### src/hdl/rbd_pkg.sv
// Shared constants, field widths, operation and status codes, and the
// command, status and configuration structs of the ring buffer deque.
// No dependencies.
package rbd_pkg;

   localparam int DEPTH      = 256;
   localparam int DATA_WIDTH = 32;

   localparam int ADDR_W  = $clog2(DEPTH);
   localparam int COUNT_W = $clog2(DEPTH + 1);
   localparam int SUM_W   = ADDR_W + 1;

   localparam int OP_W     = 3;
   localparam int IDX_W    = 8;
   localparam int FIELD_W  = 32;
   localparam int STATUS_W = 3;
   localparam int LENGTH_W = 9;
   localparam int CMP_W    = (COUNT_W > IDX_W) ? COUNT_W : IDX_W;

   localparam int REQ_TDATA_W = 40;
   localparam int RSP_TDATA_W = 48;
   localparam int RSP_PAD_W   = RSP_TDATA_W - FIELD_W - LENGTH_W;

   localparam int CSR_ADDR_W = 3;
   localparam int CSR_DATA_W = 32;
   localparam int CSR_IDX_W  = 1;

   localparam logic [OP_W-1:0] OP_PUSH_BACK  = 3'd0;
   localparam logic [OP_W-1:0] OP_PUSH_FRONT = 3'd1;
   localparam logic [OP_W-1:0] OP_POP_BACK   = 3'd2;
   localparam logic [OP_W-1:0] OP_POP_FRONT  = 3'd3;
   localparam logic [OP_W-1:0] OP_READ       = 3'd4;
   localparam logic [OP_W-1:0] OP_WRITE      = 3'd5;

   localparam logic [STATUS_W-1:0] STATUS_OK        = 3'd0;
   localparam logic [STATUS_W-1:0] STATUS_EMPTY     = 3'd1;
   localparam logic [STATUS_W-1:0] STATUS_FULL      = 3'd2;
   localparam logic [STATUS_W-1:0] STATUS_READ_ONLY = 3'd3;
   localparam logic [STATUS_W-1:0] STATUS_RANGE     = 3'd4;

   localparam logic [CSR_IDX_W-1:0] REG_EMPTY_VALUE = 1'b0;
   localparam logic [CSR_IDX_W-1:0] REG_READ_ONLY   = 1'b1;

   typedef struct packed {
      logic [FIELD_W-1:0] empty_value;
      logic               read_only;
   } cfg_type;

   typedef struct packed {
      logic accept;
      logic capture_direct;
      logic capture_ram;
   } cmd_type;

   typedef struct packed {
      logic needs_read;
      logic rsp_valid;
   } stat_type;

   // Ring slot of a logical position; both operands are below DEPTH.
   function automatic logic [ADDR_W-1:0] wrap_slot(input logic [ADDR_W-1:0] front,
                                                   input logic [COUNT_W-1:0] logical);
      logic [SUM_W-1:0] sum;
      sum = SUM_W'(front) + SUM_W'(logical);
      if (sum >= SUM_W'(DEPTH)) begin
         sum = sum - SUM_W'(DEPTH);
      end
      return ADDR_W'(sum);
   endfunction

endpackage

### src/hdl/rbd_ctrl.sv
// Controller state machine: accepts operations and sequences store reads
// into the result register. Depends on rbd_pkg.
module rbd_ctrl
   import rbd_pkg::*;
(
   input  logic     clock,
   input  logic     reset,
   input  logic     req_tvalid,
   output logic     req_tready,
   input  logic     rsp_tready,
   input  stat_type stat,
   output cmd_type  cmd
);

   typedef enum logic [1:0] {
      S_IDLE = 2'b01,
      S_READ = 2'b10
   } state_type;

   state_type state_ff, state_in;
   logic      out_free;

   assign out_free = !stat.rsp_valid || rsp_tready;

   always_comb begin
      state_in           = state_ff;
      req_tready         = 1'b0;
      cmd.accept         = 1'b0;
      cmd.capture_direct = 1'b0;
      cmd.capture_ram    = 1'b0;
      unique case (state_ff)
         S_IDLE: begin
            req_tready         = out_free;
            cmd.accept         = req_tvalid && out_free;
            cmd.capture_direct = cmd.accept && !stat.needs_read;
            if (cmd.accept && stat.needs_read) begin
               state_in = S_READ;
            end
         end
         S_READ: begin
            cmd.capture_ram = out_free;
            if (out_free) begin
               state_in = S_IDLE;
            end
         end
         default: state_in = S_IDLE;
      endcase
   end

   always_ff @(posedge clock) begin
      if (reset) begin
         state_ff <= S_IDLE;
      end else begin
         state_ff <= state_in;
      end
   end

endmodule

### config.mk
export PLATFORM = sky130hd
export DESIGN_NAME = rbd_ctrl
export DESIGN_NICKNAME = d
export VERILOG_FILES = /design/src/hdl/rbd_pkg.sv /design/src/hdl/rbd_ctrl.sv
export SDC_FILE = /design/constraint.sdc
export NUM_CORES = 1
export LEC_CHECK = 0
export ABC_CLOCK_PERIOD_IN_PS = 2500
export BUFFER_PORTS_ARGS = -buffer_cell sky130_fd_sc_hd__buf_2
export CAP_MARGIN = 10
export CORE_AREA = 2 2 39 41
export CTS_BUF_LIST = sky130_fd_sc_hd__clkbuf_8
export DETAILED_ROUTE_END_ITERATION = 10
export DIE_AREA = 0 0 41 43
export PLACE_DENSITY = 0.33
export SLEW_MARGIN = 20
export SYNTH_ARGS = -nofsm -noshare
export SYNTH_HDL_FRONTEND = slang
export SYNTH_SLANG_ARGS = --single-unit
export TNS_END_PERCENT = 5
### constraint.sdc
create_clock -name clock -period 2.5 [get_ports clock]
set_input_delay 0.625 -clock clock [delete_from_list [all_inputs] [get_ports clock]]
set_output_delay 0.625 -clock clock [all_outputs]
set_load 0.05 [all_outputs]
==> results.md <==
* Die Wd at 41 microns
* Standard-cell row count at 14
* Hold buffer count at cts at 0
* Post-Route Setup TNS at 0 ns
* Result of the run: completed
* Clock tree root driver cell: sky130_fd_sc_hd__clkbuf_8
* GRT Residual Overflow at 0
* Category of the worst setup path capture point: primary output
* Final GP Congestion at 0.5701
* Clock-pin slew of the registers on the worst-case setup and hold paths at 0.03 ns
* Source of the worst hold timing path: state_ff[1]
* Fin. Hold Viols at 0
* Largest registers: state_ff: 2 flops
* Instance count of the mapped netlist at 12
* Vias after detailed routing at 136
* Startpoint-to-endpoint class of the critical path: in2out
* Pin count of the biggest net entering global routing at 6
* Number of DRC violations after detailed routing at 0
* Static leakage at 0.1121 nW
* Insertion delay of the later-clocked pin in the worst-skew pair at 0.21 ns
* Setup clock skew after layout at 0.00005726 ns
* Area added between synthesis and finish at 86.41%
* Clock share of power at 64.9%
* NumNets Final at 32
* Post-Route Utilization at 17.36%
* Worst-path maximum fanout at 5
* Data arrival, critical path at 1.54 ns
* Worst setup path startpoint: stat[0]
* Sequential group share of total power at 17.7%
* MaxCap Viol Count at 0
* Sw Pwr at 0.04782 mW
* Tightest Pin Transition at 0.2536 ns
* FF+latch count, synth at 2
* TritonRoute pass-1 iters at 1
* Register name with the most flops: state_ff
* Relative max-transition margin at a little over four fifths
* Time the final worst path needs with I/O delays and setup at ~2.2 ns
* Wire length of the first global-routing pass at 489 microns
* Critical R2R Launch: state_ff[0]
* Post-route fraction of the period consumed by the critical path at 86.80%
* Switching share of total power at 24.51%
* Setup repair after global routing missed its margin: false
* Setup Viol. Count Final at 0
* Setup Fix Bufs, Post-CTS at 0
* H-tree depth reported by CTS at 1
* Path type of the worst min-delay path: reg2reg
* Starting Density at 9.313%
* Number of global-route vias before repair at 130
* Kind of start point of the critical path: input port
* Height of the die at around 43 microns
* Worst-case vdd ir drop at around 340 uV
* Area of the core at 1384 sq um
* Netlist cell types at 11
* Total power density per cell area at 812.4 nW/um^2
* Internal power at roughly 0.15 mW
* Antenna diode count at 0
* Vias per cell at roughly 3.4
* Num CTS Buffers at 3
* Syn nets at 18
* Post-synth design cell area at 128.9 sq um
* Peak clock frequency supported by timing at 460.8 MHz
* Number of flip-flops under the largest register name at 2
* Routed Wire Length at between 300 and 400 microns
* Number of DRC violations after detailed-routing iteration 0 at 0
* Sink Count at 2
* Share of power burned in combinational logic at 17.4%
* Max clock buf depth at 2
* Clock tree from TritonCTS: built
* Fill cell instance count of the final layout at between 100 and 150
* Post-cts repair resize count at 0
* CP Data Required Time at 1.88 ns
* Global-route total usage across every layer at under 10%
* Number of buffer cells added on primary ports at 9
* Average footprint of a synthesized cell at 10.74 sq um
* Total die area at 1763 sq um
* I/O pin count at 10
* Fraction of final layout cells sized beyond drive strength 1 at 66.67%
* Number of max-slew violations in the final report at 0
* Sequential cell area fraction in the yosys report at slightly above 30%
* Per-cell routed wire length at 8.425 microns
* Antenna Nets Post-Route at 0
* Antenna violations before repair at 0
* Number of synthesis warnings at 0
==> synth_stat cells, drive strengths merged <==
cell type	count	area [sq um]
a2bb2oi	1	8.760
nor3b	2	26.28
nor2	1	3.750
nand2	1	3.750
and2	1	7.510
nor2b	1	13.76
dfxtp	2	40.04
o2bb2ai	1	8.760
nand3b	1	7.510
and3b	1	8.760
==> per-stage QoR <==
step	worst slack [ns]	power [mW]	instance area, sq um	hold slack, ns	cells
6_report	0.3300	0.1952	240.2	0.5834	40
5_1_grt	0.2758	0.2035	240.2	0.6254	40
4_1_cts	0.3142	0.2012	240.2	0.5896	40
3_5_place_dp	0.3274	0.06902	198.9	0.5726	37
3_3_place_gp	0.3520	0.06853	198.9	0.5557	37
2_1_floorplan	0.01306	0.05934	133.9	0.5287	12
==> placed cells by master, fill, tap and decap left out <==
cell type | netlist | final
sky130_fd_sc_hd__nor2b_4 | 1 | 1
sky130_fd_sc_hd__dfxtp_1 | 2 | 2
sky130_fd_sc_hd__nor2_1 | 1 | 1
sky130_fd_sc_hd__buf_2 | 0 | 9
sky130_fd_sc_hd__and2_2 | 1 | 1
sky130_fd_sc_hd__a2bb2oi_1 | 1 | 1
sky130_fd_sc_hd__o2bb2ai_1 | 1 | 1
sky130_fd_sc_hd__nor3b_2 | 0 | 1
sky130_fd_sc_hd__nand2_1 | 1 | 1
sky130_fd_sc_hd__and3b_1 | 1 | 1
sky130_fd_sc_hd__nand3b_1 | 1 | 1
sky130_fd_sc_hd__clkbuf_8 | 0 | 3
sky130_fd_sc_hd__nor3b_4 | 1 | 1
==> power by group through the flow <==
stage | sequential [mW] | clock, mW | combinational, mW
after floorplan | 0.0349 | 0 | 0.0245
after global placement | 0.0350 | 0 | 0.0335
after detailed placement | 0.0351 | 0 | 0.0340
after CTS | 0.0346 | 0.132 | 0.0343
after global routing | 0.0348 | 0.133 | 0.0358
final | 0.0346 | 0.127 | 0.0339
==> critical path, cell delays in order <==
cell	delay (ns)
sky130_fd_sc_hd__buf_2	0.09
sky130_fd_sc_hd__nor2b_4	0.13
sky130_fd_sc_hd__nor3b_4	0.25
sky130_fd_sc_hd__and3b_1	0.19
sky130_fd_sc_hd__buf_2	0.25
==> final timing paths <==
| check | to | slack [ns] | cells after the start |
|---|---|---|---|
| hold reg to reg | state_ff[1] | 0.58 | 2 |
| setup / recovery | cmd[1] | 0.33 | 5 |
| hold / removal | state_ff[1] | 0.58 | 2 |
| setup reg to reg | state_ff[0] | 1.67 | 2 |
==> cell type report <==
type	instances	area [sq um]	area share [%]
tap	16	20.02	8.333
timing repair buffer	9	45.04	18.75
clock buffer	3	41.29	17.19
multi-input combinational	10	93.84	39.06
sequential	2	40.04	16.67
==> cell families (layout without fill, tap and decap cells) <==
logic type	Yosys count	count (layout)	share of synthesized area, %
and+or+nand+nor	8	8	55.34
buffers and inverters	0	12	0
AOI/OAI and AO/OA	2	2	13.59
DFF	2	2	31.07
==> per-layer routing <==
metal / up-vias / share of wire [%] / wire [microns] / global-route usage (%)
met4: 0 / 0 / 0 / 10.00
met3: 0 / 16 / 54 / 2.094
met1: 56 / 40 / 134 / 4.444
li1: 70 / - / - / -
met2: 10 / 44 / 148 / 5.625
met5: - / 0 / 0 / 0
No activity file was read; power rests on OpenSTA's default activity.
