==> src/hdl/rbd_pkg.sv <==
// Shared constants, field widths, operation and status codes, and the
// command, status and configuration structs of the ring buffer deque.
// No dependencies.
package rbd_pkg;

   localparam int DEPTH      = 256;
   localparam int DATA_WIDTH = 32;

   localparam int ADDR_W  = $clog2(DEPTH);
   localparam int COUNT_W = $clog2(DEPTH + 1);
   localparam int SUM_W   = ADDR_W + 1;

   localparam int OP_W     = 3;
   localparam int IDX_W    = 8;
   localparam int FIELD_W  = 32;
   localparam int STATUS_W = 3;
   localparam int LENGTH_W = 9;
   localparam int CMP_W    = (COUNT_W > IDX_W) ? COUNT_W : IDX_W;

   localparam int REQ_TDATA_W = 40;
   localparam int RSP_TDATA_W = 48;
   localparam int RSP_PAD_W   = RSP_TDATA_W - FIELD_W - LENGTH_W;

   localparam int CSR_ADDR_W = 3;
   localparam int CSR_DATA_W = 32;
   localparam int CSR_IDX_W  = 1;

   localparam logic [OP_W-1:0] OP_PUSH_BACK  = 3'd0;
   localparam logic [OP_W-1:0] OP_PUSH_FRONT = 3'd1;
   localparam logic [OP_W-1:0] OP_POP_BACK   = 3'd2;
   localparam logic [OP_W-1:0] OP_POP_FRONT  = 3'd3;
   localparam logic [OP_W-1:0] OP_READ       = 3'd4;
   localparam logic [OP_W-1:0] OP_WRITE      = 3'd5;

   localparam logic [STATUS_W-1:0] STATUS_OK        = 3'd0;
   localparam logic [STATUS_W-1:0] STATUS_EMPTY     = 3'd1;
   localparam logic [STATUS_W-1:0] STATUS_FULL      = 3'd2;
   localparam logic [STATUS_W-1:0] STATUS_READ_ONLY = 3'd3;
   localparam logic [STATUS_W-1:0] STATUS_RANGE     = 3'd4;

   localparam logic [CSR_IDX_W-1:0] REG_EMPTY_VALUE = 1'b0;
   localparam logic [CSR_IDX_W-1:0] REG_READ_ONLY   = 1'b1;

   typedef struct packed {
      logic [FIELD_W-1:0] empty_value;
      logic               read_only;
   } cfg_type;

   typedef struct packed {
      logic accept;
      logic capture_direct;
      logic capture_ram;
   } cmd_type;

   typedef struct packed {
      logic needs_read;
      logic rsp_valid;
   } stat_type;

   // Ring slot of a logical position; both operands are below DEPTH.
   function automatic logic [ADDR_W-1:0] wrap_slot(input logic [ADDR_W-1:0] front,
                                                   input logic [COUNT_W-1:0] logical);
      logic [SUM_W-1:0] sum;
      sum = SUM_W'(front) + SUM_W'(logical);
      if (sum >= SUM_W'(DEPTH)) begin
         sum = sum - SUM_W'(DEPTH);
      end
      return ADDR_W'(sum);
   endfunction

endpackage

==> src/hdl/rbd_csr.sv <==
// Configuration registers behind an APB-style port: empty value and read-only flag.
// Depends on rbd_pkg.
module rbd_csr
   import rbd_pkg::*;
(
   input  logic                  clock,
   input  logic                  reset,
   input  logic                  csr_psel,
   input  logic                  csr_penable,
   input  logic                  csr_pwrite,
   input  logic [CSR_ADDR_W-1:0] csr_paddr,
   input  logic [CSR_DATA_W-1:0] csr_pwdata,
   output logic [CSR_DATA_W-1:0] csr_prdata,
   output logic                  csr_pready,
   output cfg_type               cfg
);

   logic [FIELD_W-1:0]   empty_value_ff, empty_value_in;
   logic                 read_only_ff, read_only_in;
   logic [CSR_IDX_W-1:0] reg_index;
   logic                 wr_en;

   assign csr_pready = 1'b1;
   assign reg_index  = csr_paddr[CSR_ADDR_W-1 -: CSR_IDX_W];
   assign wr_en      = csr_psel && csr_penable && csr_pwrite && csr_pready;

   always_comb begin
      empty_value_in = empty_value_ff;
      read_only_in   = read_only_ff;
      if (wr_en) begin
         unique case (reg_index)
            REG_EMPTY_VALUE: empty_value_in = FIELD_W'(csr_pwdata);
            REG_READ_ONLY:   read_only_in   = csr_pwdata[0];
            default: ;
         endcase
      end
   end

   always_comb begin
      unique case (reg_index)
         REG_EMPTY_VALUE: csr_prdata = CSR_DATA_W'(empty_value_ff);
         REG_READ_ONLY:   csr_prdata = CSR_DATA_W'(read_only_ff);
         default:         csr_prdata = '0;
      endcase
   end

   always_ff @(posedge clock) begin
      if (reset) begin
         empty_value_ff <= '0;
         read_only_ff   <= 1'b0;
      end else begin
         empty_value_ff <= empty_value_in;
         read_only_ff   <= read_only_in;
      end
   end

   assign cfg.empty_value = empty_value_ff;
   assign cfg.read_only   = read_only_ff;

endmodule

==> config.mk <==
export PLATFORM = sky130hd
export DESIGN_NAME = rbd_csr
export DESIGN_NICKNAME = d
export VERILOG_FILES = /design/src/hdl/rbd_pkg.sv /design/src/hdl/rbd_csr.sv
export SDC_FILE = /design/constraint.sdc
export NUM_CORES = 1
export LEC_CHECK = 0
export BUFFER_PORTS_ARGS = -buffer_cell sky130_fd_sc_hd__buf_2
export CORE_ASPECT_RATIO = 1.75
export CORE_UTILIZATION = 43
export DETAILED_ROUTE_END_ITERATION = 7
export PLACE_DENSITY = 0.8
export SLEW_MARGIN = 20
export SYNTH_ARGS = -nofsm -noshare
export SYNTH_HDL_FRONTEND = slang
export SYNTH_SLANG_ARGS = --single-unit
==> constraint.sdc <==
create_clock -name clock -period 1.05 [get_ports clock]
set_clock_uncertainty 0.05 [all_clocks]
set_input_delay 0.105 -clock clock [delete_from_list [all_inputs] [get_ports clock]]
set_output_delay 0.105 -clock clock [all_outputs]
set_load 0.005 [all_outputs]
==> reports/qor.yml, run 1 <==
cp_data_arrival_time_ns: 1.01
antenna_cells: 0
power_mw: 2.672
drtAntennaViolNets: 0
setup_tns_ns: -0.2175
num_vias: 1542
relSlewSlack_pct: 50.65
cts.sinks: 33
cts_inserted_buffers: 5
cts_tree: "done"
yosys_warnings: 0
place_hpwl_um: 2697
grt_overflow: 0
fp.dieW_um: 50.21
setup_viol: 3
status: "finished, violations left"
die_area_um2: 4337
critPathRequiredTime_ns: 0.89
yosys.cell_count.top_type: "nand2b_1"
totalWireLength_um: 3983
critPathKind: "flop to output pin"
cp-start-kind: "flop"
synth.avg_cell_area_um2: 9.611
clockRootBuffer: "clkbuf_8"
fmax_mhz: 858.1
synthArstFlopShare_pct: 0
worstSetupEndpointType: "output pin"
rsz0062_at_grt: "true"
via_per_inst: 4.576
ys_types: 13
drive_above_1_share_pct: 55.36
synth_area_leaders: "dfxtp_1, nand2b_1, mux2i_1, nor2b_1, buf_12"
violations: "negative setup slack"
fp.coreArea_um2: 3866
placed_area_um2: 2260
fin_crit_sh_pct: 111.0
synth-seq-area-share_pct: 37.77
r2r_start: "read_only_ff"
powerDensity_nw_per_um2: 1069
ir_drop_mv: 0.7506
period_minus_slack_ns: 1.165
drc: 0
synth-main-ff-cell: "dfxtp_1"
synth_seq_cells: 33
yosysTopAreaCell: "dfxtp_1"
grt_util_all_layers_pct: 17.48
fillers: 352
crit_fanout: 2
drt_iter0_markers: 13
synthesis.instances: 182
maxSlewViolCount: 0
netlist.area_leader.share_pct: 37.77
min_from: "csr_pwdata[13]"
hold_violations: 0
synthToLayoutAreaGrowth_pct: 42.92
synth_area_um2: 1749
clock_latency_ns: 0.28
hp-class: "input port to flop"
fin_ws_ns: -0.1154
worst_pin_slew_ns: 0.7403
cap_violations: 0
synth_edf_count: 0
wire_per_inst_um: 11.82
grt_pass1_vias: 1277
fin_nets: 328
ioPinCount: 106
crit_path_start: "read_only_ff"
htreeDepth: 2
antenna_found_initial: 0
gp_congestion: 0.7071
fin_util_pct: 64.66
num_rows: 30
finalInstanceArea_um2: 2500
start_util_pct: 45.24
grt_max_degree: 66
portBuffers: 102
grt_first_pass_wirelength_um: 5637
cellLeakagePower_nw: 1.213
dr.pass1.iters: 4
yosys-top-cells-count: "nand2b_1, dfxtp_1, mux2i_1"
syn-num-nets: 222
clockBufferDepth: 2
fp.dieH_um: 86.37
path_clk_slew_ns: 0.07
[through the flow]
stage / instances / hold slack [ns] / setup slack (ns)
detailed placement: 321 / 0.3238 / -0.09985
floorplan: 182 / 0.2103 / 0.1548
global route: 337 / 0.01179 / -0.1272
finish: 337 / 0.01516 / -0.1154
global placement: 321 / 0.3161 / -0.06031
CTS: 332 / 0.01058 / -0.09286
[repair_timing]
action                                  4_1_cts  5_1_grt
hold buffers                                  0        0
endpoints found under the setup margin        6       29
gates resized for setup                       7       30
pin swaps                                     0        0
buffers inserted                              3        5
[area by class of cell]
type                            instances  area, um2  share of cell area [%]
Clock buffer                            7      96.34                   3.854
Timing Repair Buffer                  115      639.4                   25.58
Tap cell                               48      60.06                   2.402
Clock inverter                          1      5.005                  0.2002
Sequential cell                        33      696.9                   27.88
Multi-Input combinational cell        133       1002                   40.09
[cells by family after synthesis]
group	Yosys count	synth area share (%)
and+or+nand+nor	98	35.41
muxes	34	19.53
DFF	33	37.77
buffers and inverters	16	7.082
other	1	0.2144
[routing by layer]
layer  vias to the layer above  GRT usage [%]  share of wire [%]  routed length (um)
li1                        784              -                  -                   -
met1                       685          17.90                 37                1463
met2                        59          30.79                 54                2148
met3                        14          4.386                5.4                 214
met4                         0          10.91                3.9                 156
met5                         -              0                  0                   0
[final timing paths]
check	slack, ns	cells past startpoint	end
setup reg to reg	0.27	3	read_only_ff
hold / removal	0.02	3	empty_value_ff[13]
hold reg to reg	0.42	2	empty_value_ff[3]
setup / recovery	-0.12	2	csr_prdata[0]
[critical path, stage by stage, from the launching register on]
cell and delay (ns):
dfxtp_2 0.34, mux2_4 0.27, buf_6 0.12
[cells in the final DEF (no fill, tap or decap), drive strengths merged]
cell    synthesis  routed
nand2b         65      65
dfxtp          33      33
nand4           1       1
and2b           1       1
clkbuf         10       7
clkinv          0       1
and4b           1       1
conb            1       1
nor2b          30      30
buf             6     115
mux2            1       1
mux2i          33      33
[state kept, by name, summed over array words and instances, names as in the netlist]
name / flops
read_only_ff: 1
empty_value_ff: 32
[power breakdown]
| part | switching, mW | total (mW) | internal (mW) |
|---|---|---|---|
| clock network | 0.451 | 1.04 | 0.592 |
| registers | 0.0185 | 1.30 | 1.28 |
| logic | 0.139 | 0.327 | 0.188 |
(Power assumes the default switching activity.)
==> inputs of run 2 (changes only) <==
Settings changed: CORE_ASPECT_RATIO 1.75 to not set.
==> reports/qor.yml, run 2 (same netlist as run 1, synthesis figures left out) <==
clock_latency_ns: 0.28
cp-start-kind: "flop"
grt_util_all_layers_pct: 17.63
crit_path_start: "empty_value_ff[0]"
pre_cts_ws_ns: -0.1017
htreeDepth: 2
fmax_mhz: 880.6
drtAntennaViolNets: 0
wire_per_inst_um: 11.89
synthToLayoutAreaGrowth_pct: 46.78
totalWireLength_um: 4054
ioPinCount: 106
dr.pass1.iters: 4
multiInputGateArea_um2: 1049
path_buf_inv: 1
hp-class: "input port to flop"
cp_cell_sequence: "mux2_2, buf_2"
gp_congestion: 0.7202
start_util_pct: 46.38
fillers: 317
drt_iter0_markers: 60
critical_path_depth: 2
antenna_cells: 0
r2r_start: "empty_value_ff[14]"
grt_overflow: 0
grt_pass1_vias: 1294
via_per_inst: 4.528
fin_ws_ns: -0.08564
cellLeakagePower_nw: 1.231
r2r.worst_path.cells: 3
drc: 0
worstSetupEndpointType: "output pin"
clockRootBuffer: "clkbuf_8"
fp.dieH_um: 65.78
place_hpwl_um: 2708
dp_cells: 321
largest_reg_flops: 32
ir_drop_mv: 0.6818
setup_viol: 1
fin_crit_sh_pct: 108.2
fp.coreArea_um2: 3771
cts.sinks: 33
period_minus_slack_ns: 1.136
powerDensity_nw_per_um2: 1015
relSlewSlack_pct: 52.07
slowest_delay_ns: 0.32
hold_violations: 0
r2r-end: "empty_value_ff[14]"
cp_data_arrival_time_ns: 0.98
die_area_um2: 4327
violations: "negative setup slack"
drive_above_1_share_pct: 59.04
critPathRequiredTime_ns: 0.89
num_vias: 1544
cts_inserted_buffers: 5
grt_first_pass_wirelength_um: 5713
cts_tree: "done"
final_common_cell: "buf_2"
fp.dieW_um: 65.78
cap_violations: 0
setup_tns_ns: -0.08564
largest-register: "empty_value_ff"
worst_pin_slew_ns: 0.7189
cp_slowest_cell: "dfxtp_2"
num_rows: 22
finalNonFillerCells: 341
regArea_um2: 701.9
critPathKind: "flop to output pin"
status: "finished, violations left"
grt_max_degree: 66
portBuffers: 102
rsz0062_at_grt: "true"
final_cell_mix: "buf_2, nand2b_1, mux2i_1, dfxtp_2, nor2b_1"
maxSlewViolCount: 0
fin_nets: 333
crit_fanout: 3
reg_top3: "empty_value_ff (32), read_only_ff (1)"
cpLargestDelayFamily: "flip-flops"
cp-endpoint: "csr_prdata[0]"
antenna_found_initial: 0
clockBufferDepth: 2
path_clk_slew_ns: 0.06
r2r_slack_ns: 0.31
## run 2: changes by cell type in the layout (fill, tap and decap cells not counted), sizes merged
cell and delta:
buf +5, clkinv -1
## run 2: area by class of cell
cell class                      instances  area share, %
Sequential cell                        33          27.34
Clock buffer                            7          3.363
Tap cell                               48          2.339
Multi-Input combinational cell        133          40.84
Timing Repair Buffer                  120          26.12
## run 2: worst min-delay path by stage
stage | startpoint | to | depth (start not counted)
floorplan | csr_pwdata[1] | empty_value_ff[1] | 2
global placement | csr_pwdata[23] | empty_value_ff[23] | 3
detailed placement | csr_pwdata[21] | empty_value_ff[21] | 3
CTS | csr_pwdata[11] | empty_value_ff[11] | 3
global route | csr_pwdata[12] | empty_value_ff[12] | 3
finish | csr_pwdata[11] | empty_value_ff[11] | 3
## run 2: power breakdown
part | leakage (nW) | switching (mW) | internal [mW] | total (mW)
Clock | 0.0443 | 0.442 | 0.520 | 0.962
Sequential | 0.283 | 0.0195 | 1.28 | 1.30
Combinational | 0.904 | 0.145 | 0.195 | 0.340
## run 2: metrics by stage
| step | total power, mW | area, um2 | util [%] | hold slack, ns |
|---|---|---|---|---|
| after detailed placement | 1.635 | 2260 | 59.92 | 0.3268 |
| after global routing | 2.729 | 2567 | 68.08 | 0.01286 |
| after floorplan | 1.505 | 1749 | - | 0.2103 |
| final | 2.606 | 2567 | 68.08 | 0.01528 |
| after CTS | 2.597 | 2381 | 63.14 | 0.01174 |
| after global placement | 1.624 | 2260 | 59.92 | 0.3182 |
## run 2: worst min-delay path, stage by stage
cell and delay, ns:
buf_2 0.09, nand2b_1 0.05, mux2i_1 0.06
## run 2: timing repair
item	CTS	global route
hold buffers	0	0
gates resized for setup	11	38
setup endpoints to repair	9	32
hold endpoints to repair	0	0
buffers inserted	2	11
## run 2: layer usage
| metal | GRT usage, % | up-vias | routed length, um |
|---|---|---|---|
| li1 | - | 790 | - |
| met1 | 19.75 | 700 | 1675 |
| met2 | 29.85 | 49 | 2116 |
| met3 | 5.862 | 5 | 199 |
| met4 | 8.152 | 0 | 63 |
| met5 | 0 | - | 0 |
